===== src/hw/rtl/fgcc_pkg.sv =====
// ---------------------------------------------------------------------------
// Frost-guarded cooling controller package
// Register map, control modes, reset values and output codes.
// ---------------------------------------------------------------------------
package fgcc_pkg;

	localparam int TEMP_W = 12;
	localparam int CNT_W = 3;
	localparam int RETRY_W = 10;
	localparam int BAND_W = 8;
	localparam int ADDR_W = 5;
	localparam int DATA_W = 32;

	typedef enum logic [1:0] {
		MODE_OFF     = 2'd0,
		MODE_MANUAL  = 2'd1,
		MODE_THERMO  = 2'd2,
		MODE_REMOTE  = 2'd3
	} ctrl_mode_t;

	typedef enum logic [2:0] {
		REG_FROST_LIMIT   = 3'd0,
		REG_WARM_LIMIT    = 3'd1,
		REG_FROST_CNT_LIM = 3'd2,
		REG_RETRY_PERIODS = 3'd3,
		REG_CONTROL_MODE  = 3'd4,
		REG_SETPOINT      = 3'd5,
		REG_BAND_HIGH     = 3'd6,
		REG_BAND_LOW      = 3'd7
	} reg_idx_t;

	localparam logic [1:0] PRESSES_NONE = 2'd0;
	localparam logic [1:0] PRESSES_SWITCH = 2'd2;

	localparam logic signed [TEMP_W-1:0] FROST_LIMIT_RST = 12'sd320;
	localparam logic signed [TEMP_W-1:0] WARM_LIMIT_RST = 12'sd340;
	localparam logic [CNT_W-1:0] FROST_CNT_LIM_RST = 3'd5;
	localparam logic [RETRY_W-1:0] RETRY_PERIODS_RST = 10'd90;
	localparam logic signed [TEMP_W-1:0] SETPOINT_RST = 12'sd650;
	localparam logic [BAND_W-1:0] BAND_HIGH_RST = 8'd20;
	localparam logic [BAND_W-1:0] BAND_LOW_RST = 8'd20;

endpackage


===== src/hw/rtl/frost_guarded_cooling_controller.sv =====
// ---------------------------------------------------------------------------
// Frost-guarded cooling controller
// Frost fault counter, fan-only retry hold-off and relay control, one
// evaluation period per item transfer.
// ---------------------------------------------------------------------------
//  Channel   Handshake                       Payload
//  item      item_valid / item_ready         cond_temp, room_temp, pins, requests
//  result    result_valid / result_ready     pump_on, fan_on, frost_fault,
//                                            mode_presses, fault_led, cool_mode
//  config    psel / penable / pwrite         paddr, pwdata, prdata
//
// An item is held in the input register and then moves to the result register,
// where all controller state is updated in the same cycle. One item can be
// accepted every cycle while the result is not stalled. A stalled result holds
// the result register; the input register still takes one more item. Reset
// loads the register defaults, sets the cool-mode flag and clears other state.
// ---------------------------------------------------------------------------
module frost_guarded_cooling_controller
	import fgcc_pkg::*;
(
	input  logic                      clk,
	input  logic                      arst_n,
	input  logic                      psel,
	input  logic                      penable,
	input  logic                      pwrite,
	input  logic [ADDR_W-1:0]         paddr,
	input  logic [DATA_W-1:0]         pwdata,
	output logic [DATA_W-1:0]         prdata,
	output logic                      pready,
	input  logic                      item_valid,
	output logic                      item_ready,
	input  logic signed [TEMP_W-1:0]  cond_temp,
	input  logic signed [TEMP_W-1:0]  room_temp,
	input  logic                      demand_pin_active,
	input  logic                      manmode_pin_active,
	input  logic                      manual_pump,
	input  logic                      manual_fan,
	output logic                      result_valid,
	input  logic                      result_ready,
	output logic                      pump_on,
	output logic                      fan_on,
	output logic                      frost_fault,
	output logic [1:0]                mode_presses,
	output logic                      fault_led,
	output logic                      cool_mode
);

	logic signed [TEMP_W-1:0] frost_limit_q;
	logic signed [TEMP_W-1:0] warm_limit_q;
	logic [CNT_W-1:0]         frost_cnt_lim_q;
	logic [RETRY_W-1:0]       retry_periods_q;
	ctrl_mode_t               control_mode_q;
	logic signed [TEMP_W-1:0] setpoint_q;
	logic [BAND_W-1:0]        band_high_q;
	logic [BAND_W-1:0]        band_low_q;

	logic [CNT_W-1:0]   frost_count_q;
	logic               frost_flag_q;
	logic               cool_flag_q;
	logic               retry_running_q;
	logic [RETRY_W-1:0] retry_elapsed_q;
	logic               pump_relay_q;
	logic               fan_relay_q;
	logic               led_level_q;

	logic                     valid_s1;
	logic signed [TEMP_W-1:0] cond_s1;
	logic signed [TEMP_W-1:0] room_s1;
	logic                     demand_s1;
	logic                     manmode_s1;
	logic                     man_pump_s1;
	logic                     man_fan_s1;

	logic       valid_s2;
	logic [1:0] presses_s2;

	logic               advance;
	logic               cfg_write;
	reg_idx_t           cfg_idx;
	logic               cold;
	logic [CNT_W-1:0]   frost_count_d;
	logic [CNT_W-1:0]   cnt_dec;
	logic               frost_flag_d;
	logic               expired;
	logic               cool_flag_d;
	logic               retry_running_d;
	logic [RETRY_W-1:0] retry_elapsed_d;
	logic               led_level_d;
	logic [1:0]         presses_d;
	logic               pump_relay_d;
	logic               fan_relay_d;
	logic               pump_tmp;
	logic               demand;
	logic signed [TEMP_W+1:0] room_x;
	logic signed [TEMP_W+1:0] on_thresh;
	logic signed [TEMP_W+1:0] off_thresh;

	assign pready = 1'b1;
	assign cfg_write = psel && penable && pwrite;
	assign cfg_idx = reg_idx_t'(paddr[ADDR_W-1:2]);

	always_ff @(posedge clk or negedge arst_n) begin
		if (!arst_n) begin
			frost_limit_q <= FROST_LIMIT_RST;
			warm_limit_q <= WARM_LIMIT_RST;
			frost_cnt_lim_q <= FROST_CNT_LIM_RST;
			retry_periods_q <= RETRY_PERIODS_RST;
			control_mode_q <= MODE_THERMO;
			setpoint_q <= SETPOINT_RST;
			band_high_q <= BAND_HIGH_RST;
			band_low_q <= BAND_LOW_RST;
		end else if (cfg_write) begin
			case (cfg_idx)
				REG_FROST_LIMIT: frost_limit_q <= pwdata[TEMP_W-1:0];
				REG_WARM_LIMIT: warm_limit_q <= pwdata[TEMP_W-1:0];
				REG_FROST_CNT_LIM: frost_cnt_lim_q <= pwdata[CNT_W-1:0];
				REG_RETRY_PERIODS: retry_periods_q <= pwdata[RETRY_W-1:0];
				REG_CONTROL_MODE: control_mode_q <= ctrl_mode_t'(pwdata[1:0]);
				REG_SETPOINT: setpoint_q <= pwdata[TEMP_W-1:0];
				REG_BAND_HIGH: band_high_q <= pwdata[BAND_W-1:0];
				REG_BAND_LOW: band_low_q <= pwdata[BAND_W-1:0];
				default: ;
			endcase
		end
	end

	always_comb begin
		case (cfg_idx)
			REG_FROST_LIMIT: prdata = {{(DATA_W-TEMP_W){1'b0}}, frost_limit_q};
			REG_WARM_LIMIT: prdata = {{(DATA_W-TEMP_W){1'b0}}, warm_limit_q};
			REG_FROST_CNT_LIM: prdata = {{(DATA_W-CNT_W){1'b0}}, frost_cnt_lim_q};
			REG_RETRY_PERIODS: prdata = {{(DATA_W-RETRY_W){1'b0}}, retry_periods_q};
			REG_CONTROL_MODE: prdata = {{(DATA_W-2){1'b0}}, control_mode_q};
			REG_SETPOINT: prdata = {{(DATA_W-TEMP_W){1'b0}}, setpoint_q};
			REG_BAND_HIGH: prdata = {{(DATA_W-BAND_W){1'b0}}, band_high_q};
			REG_BAND_LOW: prdata = {{(DATA_W-BAND_W){1'b0}}, band_low_q};
			default: prdata = '0;
		endcase
	end

	// The result register moves on when it is empty or being drained.
	assign advance = valid_s1 && (!valid_s2 || result_ready);
	assign item_ready = !valid_s1 || advance;

	always_ff @(posedge clk or negedge arst_n) begin
		if (!arst_n) begin
			valid_s1 <= 1'b0;
		end else if (item_ready) begin
			valid_s1 <= item_valid;
		end
	end

	always_ff @(posedge clk) begin
		if (item_valid && item_ready) begin
			cond_s1 <= cond_temp;
			room_s1 <= room_temp;
			demand_s1 <= demand_pin_active;
			manmode_s1 <= manmode_pin_active;
			man_pump_s1 <= manual_pump;
			man_fan_s1 <= manual_fan;
		end
	end

	always_comb begin
		cold = cond_s1 < frost_limit_q;
		cnt_dec = (frost_count_q != '0) ? frost_count_q - 1'b1 : frost_count_q;
		frost_count_d = frost_count_q;
		frost_flag_d = frost_flag_q;
		if (cold) begin
			if (frost_count_q >= frost_cnt_lim_q) begin
				frost_count_d = '0;
				frost_flag_d = 1'b1;
			end else begin
				frost_count_d = frost_count_q + 1'b1;
			end
		end else if (frost_flag_q) begin
			frost_count_d = cnt_dec;
			if (cnt_dec == '0) begin
				frost_flag_d = !(cond_s1 > warm_limit_q);
			end
		end
	end

	always_comb begin
		expired = retry_running_q && (retry_elapsed_q >= retry_periods_q);
		cool_flag_d = cool_flag_q;
		retry_running_d = retry_running_q;
		retry_elapsed_d = retry_elapsed_q;
		led_level_d = led_level_q;
		presses_d = PRESSES_NONE;
		if (frost_flag_d && !retry_running_q) begin
			cool_flag_d = 1'b0;
			led_level_d = 1'b1;
			retry_running_d = 1'b1;
			retry_elapsed_d = '0;
			presses_d = PRESSES_SWITCH;
		end else if (!retry_running_q || expired) begin
			retry_running_d = 1'b0;
			retry_elapsed_d = '0;
			if (!cool_flag_q) begin
				cool_flag_d = 1'b1;
				presses_d = PRESSES_SWITCH;
			end else begin
				led_level_d = 1'b0;
			end
		end else begin
			retry_elapsed_d = retry_elapsed_q + 1'b1;
			if (!cold) begin
				led_level_d = !led_level_q;
			end
		end
	end

	assign demand = demand_s1 && manmode_s1;
	assign room_x = (TEMP_W+2)'(room_s1);
	assign on_thresh = (TEMP_W+2)'(setpoint_q) + $signed({6'b0, band_high_q});
	assign off_thresh = (TEMP_W+2)'(setpoint_q) - $signed({6'b0, band_low_q});

	always_comb begin
		pump_tmp = pump_relay_q;
		pump_relay_d = pump_relay_q;
		fan_relay_d = fan_relay_q;
		case (control_mode_q)
			MODE_MANUAL: begin
				pump_relay_d = man_pump_s1;
				fan_relay_d = man_fan_s1;
			end
			MODE_THERMO: begin
				pump_relay_d = demand && !frost_flag_d;
				fan_relay_d = demand || frost_flag_d;
			end
			MODE_REMOTE: begin
				fan_relay_d = 1'b1;
				if (!frost_flag_d && !pump_relay_q && (room_x >= on_thresh)) begin
					pump_tmp = 1'b1;
				end
				if (frost_flag_d || (pump_tmp && (room_x <= off_thresh))) begin
					pump_relay_d = 1'b0;
				end else begin
					pump_relay_d = pump_tmp;
				end
			end
			default: begin
				pump_relay_d = 1'b0;
				fan_relay_d = 1'b0;
			end
		endcase
	end

	always_ff @(posedge clk or negedge arst_n) begin
		if (!arst_n) begin
			frost_count_q <= '0;
			frost_flag_q <= 1'b0;
			cool_flag_q <= 1'b1;
			retry_running_q <= 1'b0;
			retry_elapsed_q <= '0;
			pump_relay_q <= 1'b0;
			fan_relay_q <= 1'b0;
			led_level_q <= 1'b0;
		end else if (advance) begin
			frost_count_q <= frost_count_d;
			frost_flag_q <= frost_flag_d;
			cool_flag_q <= cool_flag_d;
			retry_running_q <= retry_running_d;
			retry_elapsed_q <= retry_elapsed_d;
			pump_relay_q <= pump_relay_d;
			fan_relay_q <= fan_relay_d;
			led_level_q <= led_level_d;
		end
	end

	always_ff @(posedge clk or negedge arst_n) begin
		if (!arst_n) begin
			valid_s2 <= 1'b0;
		end else if (advance) begin
			valid_s2 <= 1'b1;
		end else if (result_ready) begin
			valid_s2 <= 1'b0;
		end
	end

	always_ff @(posedge clk) begin
		if (advance) begin
			presses_s2 <= presses_d;
		end
	end

	assign result_valid = valid_s2;
	assign pump_on = pump_relay_q;
	assign fan_on = fan_relay_q;
	assign frost_fault = frost_flag_q;
	assign mode_presses = presses_s2;
	assign fault_led = led_level_q;
	assign cool_mode = cool_flag_q;

endmodule


===== config.mk =====
export PLATFORM = sky130hd
export DESIGN_NAME = frost_guarded_cooling_controller
export DESIGN_NICKNAME = d
export VERILOG_FILES = /design/src/hw/rtl/fgcc_pkg.sv /design/src/hw/rtl/frost_guarded_cooling_controller.sv
export SDC_FILE = /design/constraint.sdc
export NUM_CORES = 1
export LEC_CHECK = 0
export BUFFER_PORTS_ARGS = -buffer_cell sky130_fd_sc_hd__buf_2
export CAP_MARGIN = 20
export CORE_AREA = 5 5 100 149
export DETAILED_ROUTE_END_ITERATION = 10
export DIE_AREA = 0 0 105 154
export PLACE_DENSITY = 0.83
export SLEW_MARGIN = 20
export SYNTH_ARGS = -nofsm -noshare
export SYNTH_HDL_FRONTEND = slang
export SYNTH_SLANG_ARGS = --single-unit

===== constraint.sdc =====
create_clock -name clk -period 3.6 [get_ports clk]
set_input_delay 0.54 -clock clk [delete_from_list [all_inputs] [get_ports clk]]
set_output_delay 0.54 -clock clk [all_outputs]
set_load 0.005 [all_outputs]

==> metrics.md <==
| Metric | Value |
|---|---|
| Hold Fails Final Rpt | 0 |
| Yosys Warn Count | 0 |
| DRT Pass-1 Iters | 6 |
| Crit path max fanout | 2 |
| H-tree Lvls | 4 |
| GPL Wtd Cong | 0.913 |
| Synth async-reset ratio | 0.752 |
| Post-Syn Area per Cell | 9.93 um^2 |
| Ranking of synthesized cells by area | dfrtp_1, ha_1, edfxtp_1, dfstp_2, mux2_2 |
| Outcome | finished with violations |
| Antenna diodes | 0 |
| Slack of the critical path | -63.1 ps |
| RSZ-0062 raised after global routing | true |
| Clock buffer depth | 2 |
| First-pass GRT wire length | 30.8 mm |
| Yosys cell types | 60 |
| Critical path's largest stage delay | 540 ps |
| Largest net degree at the start of global routing | 62 |
| Port buffer count | 69 |
| Failing checks | setup timing |
| Fill cells | 982 |
| Post-synthesis cell area | 7520 um^2 |
| Vias per inst | 6.01 |
| CP bufs+invs | 2 |
| Fin. max-slew vios | 0 |
| Max Cap Violations | 0 |
| Sequential-to-total area share from yosys stat | 0.412 |
| Die height | 154 um |
| Most frequent cell after synthesis | ha_1 |
| CP Capture Type | flip-flop |
| Place WS | -237 ps |
| Clock-pin slew on the worst setup and hold paths | 60 ps |
| Clock Sinks | 117 |
| Via count | 6161 |
| Setup crit start kind | flip-flop |
| CP required | 3880 ps |
| Total Power Consumption | 0.00569 W |
| HP Class | input port to asynchronous set/reset pin |
| Layout area overhead | 18.1% |
| Io pins | 114 |
| Starting DRT DRC Count | 358 |
| Worst Setup SP | band_low_q[2] |
| Type of the worst setup path | flip-flop to flip-flop |
| Worst path cell trace | inv_1 -> ha_1 -> nor2b_1 -> o21ai_1 -> a21boi_1 -> o21ai_1 -> a21oi_2 -> a211oi_2 -> a21oi_1 -> ha_1 -> nand4_1 -> nor3_2 -> buf_4 -> nand4_1 -> a41oi_2 -> o31ai_1 |
| VDD IR max | 248 uV |
| Synth top area share | 0.220 |
| Period utilization | 1.02 |
| Min Tclk post-route | 3660 ps |
| Mapped Cells | 757 |
| Critical Path AT | 3950 ps |
| WL final | 19.6 mm |
| Clock Tree Root | clkbuf_16 |
| Clk_lat worst skew | 420 ps |
| Number of antenna violations at the first check in global routing | 0 |
| Nets | 1006 |
| Total grt overflow | 0 |
| Initial Util | 0.561 |
| Share of cells above drive strength 1 | 0.258 |
| Hold bufs inserted after CTS | 0 |
| Die W | 105 um |
| Row cnt | 52 |
| Fmax | 0.273 GHz |
| Worst-Margin Slew | 826 ps |
| Post-DRT Antenna Nets | 0 |
| Crit-path leading delay family | compound AO/OA/AOI/OAI gates |
| GRT Overall Usage | 0.239 |
| Flops & latches, synth | 117 |
| HPWL Detailed | 13.9 mm |
| Post-synth EDFFs | 29 |
| Residual DRC count | 0 |
| RR Startpoint | band_low_q[2] |
| Finish-stage setup viols | 1 |
| Skew final | 8.13 ps |
| Cell taking the most area after synthesis | dfrtp_1 |
| Core area | 13400 um^2 |
| Routed WL per cell | 19.1 um |
| Most frequent cells after synthesis | ha_1, nand2_1, inv_1 |
| CTS tree | built |
| Total CTS buffers | 17 |
| Total die area | 16200 um^2 |
| Vias in the first global route | 6311 |
| Leak | 4.11 nW |
| PD cells | 641 nW/um^2 |
| Slowest-stage cell, CP | dfstp_2 |
| Post-synth top flop | dfrtp_1 |
| Slew Limit Headroom | 0.447 |
report_power, final:
part	switching, W	internal (W)
combinational	0.00113	0.000924
sequential	0.000207	0.00165
clock	0.000626	0.00115
total	0.00197	0.00372
per-stage QoR:
stage               hold WS, ps  instance area, um^2  setup TNS (ps)  instances   util
floorplan                   244                 7590               0        777      -
global placement            465                 8070            -167        986  0.602
detailed placement          477                 8070            -237        986  0.602
CTS                         223                 8720               0       1019  0.651
global route                240                 8880            -313       1025  0.662
finish                      192                 8880           -63.1       1025  0.662
layout by cell type, fill, tap and decap left out, drive strengths merged, types with 6 or more instances in the layout:
| cell type | instances |
|---|---|
| nor2 | 29 |
| conb | 22 |
| o22ai | 6 |
| nand2b | 13 |
| a211oi | 13 |
| nand3 | 16 |
| xor2 | 6 |
| ha | 82 |
| o21ai | 64 |
| a22oi | 6 |
| mux2 | 37 |
| inv | 67 |
| a21oi | 36 |
| dfrtp | 66 |
| nand2 | 80 |
| nor3 | 8 |
| edfxtp | 29 |
| clkbuf | 18 |
| nor2b | 11 |
| a21o | 14 |
| buf | 98 |
| xnor2 | 17 |
| dfstp | 22 |
| o31ai | 7 |
| nand4 | 9 |
| mux2i | 7 |
| clkinv | 6 |
logic make-up (layout without fill, tap and decap cells):
group / after synthesis / after routing / share of synthesized area
AOI/OAI and AO/OA: 186 / 186 / 0.161
xor gates and xnor gates: 23 / 23 / 0.0268
adders and majority gates: 84 / 84 / 0.142
buffers and inverters: 111 / 197 / 0.0664
DFF: 117 / 117 / 0.412
muxes: 47 / 47 / 0.0737
other: 2 / 22 / 0.000999
and+or+nand+nor: 187 / 187 / 0.117
final timing paths:
kind / endpoint / slack, ps / depth (start not counted)
worst min-delay path: valid_s1 / 190 / 1
max in group asynchronous: setpoint_q[1] / 2610 / 2
worst min register to register: result_valid / 490 / 1
worst max register to register: pump_on / -60 / 16
min in group clk: cond_s1[7] / 290 / 1
worst max-delay path: pump_on / -60 / 16
registers in the layout, summed over array words and instances, names as in the netlist, 2 cells and up:
name / flops
frost_count_q: 3
frost_cnt_lim_q: 3
control_mode_q: 2
frost_limit_q: 12
setpoint_q: 12
warm_limit_q: 12
room_s1: 12
cond_s1: 12
band_high_q: 8
retry_periods_q: 10
band_low_q: 8
retry_elapsed_q: 10
timing repair:
action | CTS | global route
gates cloned | 0 | 0
setup buffers | 1 | 7
resized for setup | 12 | 27
pin swaps | 1 | 29
setup endpoints to repair | 1 | 1
area by class of cell:
cell class              instances  area, um^2  area share
flip-flops and latches        117        3100       0.349
clock buffers                  18         429      0.0483
well taps                     162         203      0.0228
clock inverters                14         185      0.0209
inverters                      67         251      0.0283
multi-input cells             549        4130       0.465
repair buffers                 98         577      0.0650
routing by layer:
layer | GRT usage | vias to the layer above | routed length (um)
met1 | 0.243 | 2997 | 6920
met2 | 0.444 | 230 | 10600
met3 | 0.0403 | 79 | 890
met4 | 0.151 | 0 | 1180
li1 | - | 2855 | -
met5 | 0 | - | 0
Power figures use the tool's default switching activity.
